--- config.mk ---
export PLATFORM = sky130hd
export DESIGN_NAME = cfe_mod
export DESIGN_NICKNAME = d
export VERILOG_FILES = /design/src/hw/rtl/assert_macros.svh /design/src/hw/rtl/cfe_pkg.sv /design/src/hw/rtl/cfe_mod.sv
export SDC_FILE = /design/constraint.sdc
export NUM_CORES = 1
export LEC_CHECK = 0
export ABC_AREA = 1
export CORE_ASPECT_RATIO = 1.2
export CORE_MARGIN = 2
export CORE_UTILIZATION = 67
export DETAILED_ROUTE_END_ITERATION = 6
export DONT_BUFFER_PORTS = 1
export PLACE_DENSITY = 0.85
export SETUP_SLACK_MARGIN = 0.15
export SYNTH_ARGS = -nofsm -noshare
export SYNTH_HDL_FRONTEND = slang
export SYNTH_SLANG_ARGS = --single-unit
--- constraint.sdc ---
create_clock -name clk -period 5.3 [get_ports clk]
set_clock_uncertainty 0.05 [all_clocks]
set_input_delay 0.53 -clock clk [delete_from_list [all_inputs] [get_ports clk]]
set_output_delay 0.53 -clock clk [all_outputs]
set_load 0.01 [all_outputs]
--- src/hw/rtl/assert_macros.svh ---
// assertion macros shared by the cuckoo filter rtl
`ifndef ASSERT_MACROS_SVH
`define ASSERT_MACROS_SVH

// clocked property check, disabled during reset
`define CFE_ASSERT(name, prop, msg) \
    name: assert property (@(posedge clk) disable iff (!rst_n) prop) else $error(msg);

// clocked check that also runs during reset
`define CFE_ASSERT_ALWAYS(name, prop, msg) \
    name: assert property (@(posedge clk) prop) else $error(msg);

`endif

--- src/hw/rtl/cfe_pkg.sv ---
// package: constants, types and helpers of the cuckoo filter engine
package cfe_pkg;

    localparam int MAX_BUCKETS = 4096;
    localparam int MAX_SLOTS   = 4;

    localparam int HASH_W      = 64;
    localparam int FP_W        = 16;
    localparam int BUCKET_W    = $clog2(MAX_BUCKETS);
    localparam int BCOUNT_W    = 13;
    localparam int SLOTS_W     = 3;
    localparam int KICKS_W     = 12;
    localparam int LFSR_W      = 32;
    localparam int TOTAL_W     = 15;
    localparam int CFG_IDX_W   = 2;
    localparam int CFG_DATA_W  = 32;
    localparam int SLOT_IDX_W  = $clog2(MAX_SLOTS);
    localparam int FILL_W      = 3;
    localparam int PROD_W      = FP_W + 32;
    localparam int MOD_CNT_W   = $clog2(HASH_W);

    localparam logic [31:0]         ALT_MULT  = 32'h5bd1e995;
    localparam logic [LFSR_W-1:0]   LFSR_TAPS = 32'h80200003;
    localparam logic [TOTAL_W-1:0]  TOTAL_MAX = 15'h7fff;

    typedef enum logic [CFG_IDX_W-1:0] {
        CFG_BUCKET_COUNT = 2'd0,
        CFG_BUCKET_SLOTS = 2'd1,
        CFG_MAX_KICKS    = 2'd2,
        CFG_RANDOM_SEED  = 2'd3
    } cfg_idx_t;

    localparam logic MODE_INSERT = 1'b0;
    localparam logic MODE_LOOKUP = 1'b1;

    typedef enum logic [4:0] {
        S_CLEAR,
        S_IDLE,
        S_HOME_WAIT,
        S_ALT_MUL,
        S_ALT_START,
        S_ALT_WAIT,
        S_LK_RDF,
        S_LK_GETF,
        S_LK_SCAN,
        S_LK_CMP,
        S_PF_RD,
        S_PF_CHK,
        S_KICK,
        S_VIC_WAIT,
        S_SWAP,
        S_K_MUL,
        S_K_START,
        S_K_WAIT,
        S_DONE
    } state_t;

    // request to the shared modulo unit
    typedef struct packed {
        logic                start;
        logic [HASH_W-1:0]   dividend;
        logic [BCOUNT_W-1:0] divisor;
    } mod_req_t;

    // answer of the shared modulo unit
    typedef struct packed {
        logic                done;
        logic [BCOUNT_W-1:0] rem;
    } mod_rsp_t;

    function automatic logic [LFSR_W-1:0] lfsr_step(input logic [LFSR_W-1:0] s);
        logic [LFSR_W-1:0] n;
        n = s >> 1;
        if (s[0])
        begin
            n = n ^ LFSR_TAPS;
        end
        return n;
    endfunction

endpackage

--- src/hw/rtl/cfe_mod.sv ---
// shared restoring modulo unit, one dividend bit per cycle
module cfe_mod (
    input  logic              clk,
    input  logic              rst_n,
    input  cfe_pkg::mod_req_t req,
    output cfe_pkg::mod_rsp_t rsp
);
    import cfe_pkg::*;

    logic                 busy_reg;
    logic                 done_reg;
    logic [MOD_CNT_W-1:0] cnt_reg;
    logic [HASH_W-1:0]    dvd_reg;
    logic [BCOUNT_W-1:0]  dvs_reg;
    logic [BCOUNT_W-1:0]  rem_reg;
    logic [BCOUNT_W:0]    trial;
    logic [BCOUNT_W-1:0]  rem_next;

    always_comb
    begin
        trial = {rem_reg, dvd_reg[HASH_W-1]};
        if (trial >= {1'b0, dvs_reg})
        begin
            rem_next = BCOUNT_W'(trial - {1'b0, dvs_reg});
        end
        else
        begin
            rem_next = trial[BCOUNT_W-1:0];
        end
    end

    always_ff @(posedge clk or negedge rst_n)
    begin
        if (!rst_n)
        begin
            busy_reg <= 1'b0;
            done_reg <= 1'b0;
            cnt_reg  <= '0;
        end
        else
        begin
            done_reg <= 1'b0;
            if (req.start)
            begin
                busy_reg <= 1'b1;
                cnt_reg  <= '0;
            end
            else if (busy_reg)
            begin
                cnt_reg <= cnt_reg + 1'b1;
                if (cnt_reg == MOD_CNT_W'(HASH_W - 1))
                begin
                    busy_reg <= 1'b0;
                    done_reg <= 1'b1;
                end
            end
        end
    end

    always_ff @(posedge clk)
    begin
        if (req.start)
        begin
            dvd_reg <= req.dividend;
            dvs_reg <= req.divisor;
            rem_reg <= '0;
        end
        else if (busy_reg)
        begin
            dvd_reg <= dvd_reg << 1;
            rem_reg <= rem_next;
        end
    end

    assign rsp.done = done_reg;
    assign rsp.rem  = rem_reg;

endmodule

==> results.md <==
- TritonCTS clock tree: done
- Mean Syn Cell Area: between 8 and 9 um2
- Worst setup SP type: register
- Dpl cell area: just over 0.005 mm2
- Crit Path Max Fanout: 14
- Die area: 0.00822 mm2
- Routed Antenna Nets: 0
- Area leader, netlist: edfxtp_1
- Final hold vios: 0
- Pleak: between 0.002 and 0.003 uW
- Non-Filler Cell Area, Final: about 0.0052 mm2
- Ys Warns: 0
- Setup_tns: 0 ns
- Number of port buffers: 0
- Clk_lat worst skew: roughly 0.35 ns
- CP required: between 5 and 6 ns
- Post-synthesis async set-or-reset flop share: 8.16%
- Vias per inst: approximately 5.4
- Hpwl dp: about 6800 um
- Worst Path Arrival: between 2 and 2.5 ns
- GRT Util Overall: 24.4%
- Die span in y: ~99 um
- RSZ-0062 raised after global routing: no
- Total power: 2030 uW
- Initial DRT Pass Iterations: 4
- Global route overflow: 0
- Top cells by count, synth: nand2_1 (292), edfxtp_1 (77), inv_1 (66)
- Slew HR: between 30% and 40%
- Die Wd: a little over 80 um
- Main synth FF type: edfxtp_1
- FMAX: between 0.4 and 0.5 GHz
- Min Tclk post-route: approximately 2.2 ns
- Post-synth EDFFs: 77
- Num CTS Buffers: 9
- Clk buf depth: 2
- Diodes inserted: 0
- Top cell type's share of synthesized area: between 40% and 50%
- Gpl congestion: approximately 0.92
- Post-Synthesis Cell Area: approximately 0.0050 mm2
- Final Max Slew Viols: 0
- Largest net degree at the start of global routing: between 80 and 90
- # fillers: 550
- Worst VDD drop: 256 uV
- Post-layout nets: 679
- Gate Count Post-Synth: roughly 600
- Cell family with most CP delay: simple AND/OR/NAND/NOR gates
- # rows: 34
- H-tree depth: 3
- Hold/Removal Path Class: in2reg
- Core area: between 0.007 and 0.008 mm2
- Total power per unit cell area: 387 mW/mm2
- Initial antenna violation count: 0
- Post-synthesis sequential area ratio: a little under three fifths
- Count of cell types in the netlist: 33
- Initial Util: approximately 69%
- Period utilisation layout: between 40% and 50%
- Layout cell share with drive strength beyond 1: roughly 6.6%
- Worst-path cell chain: ha_1 > nand2_1 > nand2_1 > nand2_1 > nand2_2 > a21oi_4 > nand3_4 > nand2_1 > nand2_1 > o21ai_0
- CP endpoint kind: register
- Area contributors post-synth: edfxtp_1 (46%), nand2_1 (22%), dfxtp_1 (5.2%), inv_1 (4.9%), dfrtp_1 (4.0%)
- Mapped Nets: 687
- Setup CP Type: reg2reg
- Yosys reg bits: about 100
- Setup violators final: 0
- Clock tree root driver cell: clkbuf_8
- Slew @ Worst Pin: about 1 ns
- Status: complete, no violations
- Sink Count: ~100
- Area grow syn2layout: 4.31%
- WL per Instance: approximately 14 um
- Max incr delay on CP: roughly 0.45 ns
- CP Buf/Inv Count: 0
- Drt initial violations: 206
- Count of boundary I/O pins: between 90 and 100
- Crit-path slowest cell: dfxtp_1
- Via count: ~3700
- Max reg flops: between 60 and 70
- Clock Pin Slew Worst Setup and Hold Paths: ~0.1 ns
- Drt total wl: 9620 um
- Most frequent cell on the critical path: nand2_1
- DR DRC count: 0
- Count leader, synth: nand2_1
- Cells resized by post-CTS repair: 0
- Max-cap violations: 0
- First-pass GRT wire length: approximately 16000 um
- Vias in the first global route: 3683
## report_power, final
group          internal (uW)  total, uW  switching [uW]
registers                925       1000            75.4
logic                    207        571             365
clock network            179        459             280
total                   1310       2030             720
## metal layers
layer | wire [um] | track usage [%] | part of all wire, %
met4 | 215 | 10.1 | 2.2
met2 | 4890 | 41.9 | 51
met3 | 538 | 5.70 | 5.6
met1 | 3970 | 29.9 | 41
met5 | 0 | 0 | 0
## final cells by class
type                       instances  area (um2)  share of cell area (%)
clock buffer                       9         124                    2.36
clock inverter                     7        61.3                    1.17
inverter                          70         263                    5.01
multi-input combinational        402        1890                    36.0
sequential                        98        2770                    52.9
tap                               90         113                    2.15
timing repair buffer               3        25.0                   0.477
## worst paths after layout
| kind | slack [ns] | start | endpoint | depth (start not counted) |
|---|---|---|---|---|
| min reg2reg | 0.47 | dvd_reg[54] | dvd_reg[55] | 2 |
| max | 3.11 | rem_reg[6] | rem_reg[2] | 10 |
| max reg2reg | 3.11 | rem_reg[6] | rem_reg[2] | 10 |
| min | 0.22 | req[6] | dvs_reg[6] | 0 |
| min in group asynchronous | 0.47 | rst_n | done_reg | 1 |
| max in group asynchronous | 4.45 | rst_n | cnt_reg[4] | 1 |
## layout by cell type, fill, tap and decap left out, drive strengths merged, types with 2 or more instances in the layout
master	instances
ha	14
o21ai	3
nor2	18
nand2	296
clkinv	5
xnor2	3
dfrtp	8
inv	72
buf	2
a21oi	6
xor2	2
edfxtp	77
clkbuf	9
dfxtp	13
nand4	18
nand3	36
## cells by family after synthesis
family	Yosys count	synth area share, %
buf+inv	92	7.34
compound gates	11	1.47
simple gates	371	31.3
fa+ha+maj	15	3.88
xor+xnor	5	0.871
flops	98	55.2
## per-stage QoR
| stage | instances | setup WS (ns) | hold WS (ns) | utilization [%] |
|---|---|---|---|---|
| 4_1_cts | 679 | 3.12 | 0.197 | 72.1 |
| 6_report | 679 | 3.11 | 0.216 | 72.1 |
| 3_3_place_gp | 662 | 3.24 | 0.185 | 69.4 |
| 3_5_place_dp | 662 | 3.14 | 0.185 | 69.4 |
| 2_1_floorplan | 592 | 2.96 | 0.184 | - |
| 5_1_grt | 679 | 2.88 | 0.190 | 72.1 |
## what timing repair did
item,in CTS,in global routing
hold endpoints to repair,8,0
setup endpoints to repair,0,0
buffers inserted,0,0
hold buffers,1,0
Note: power is estimated with default switching activity, not from simulation.
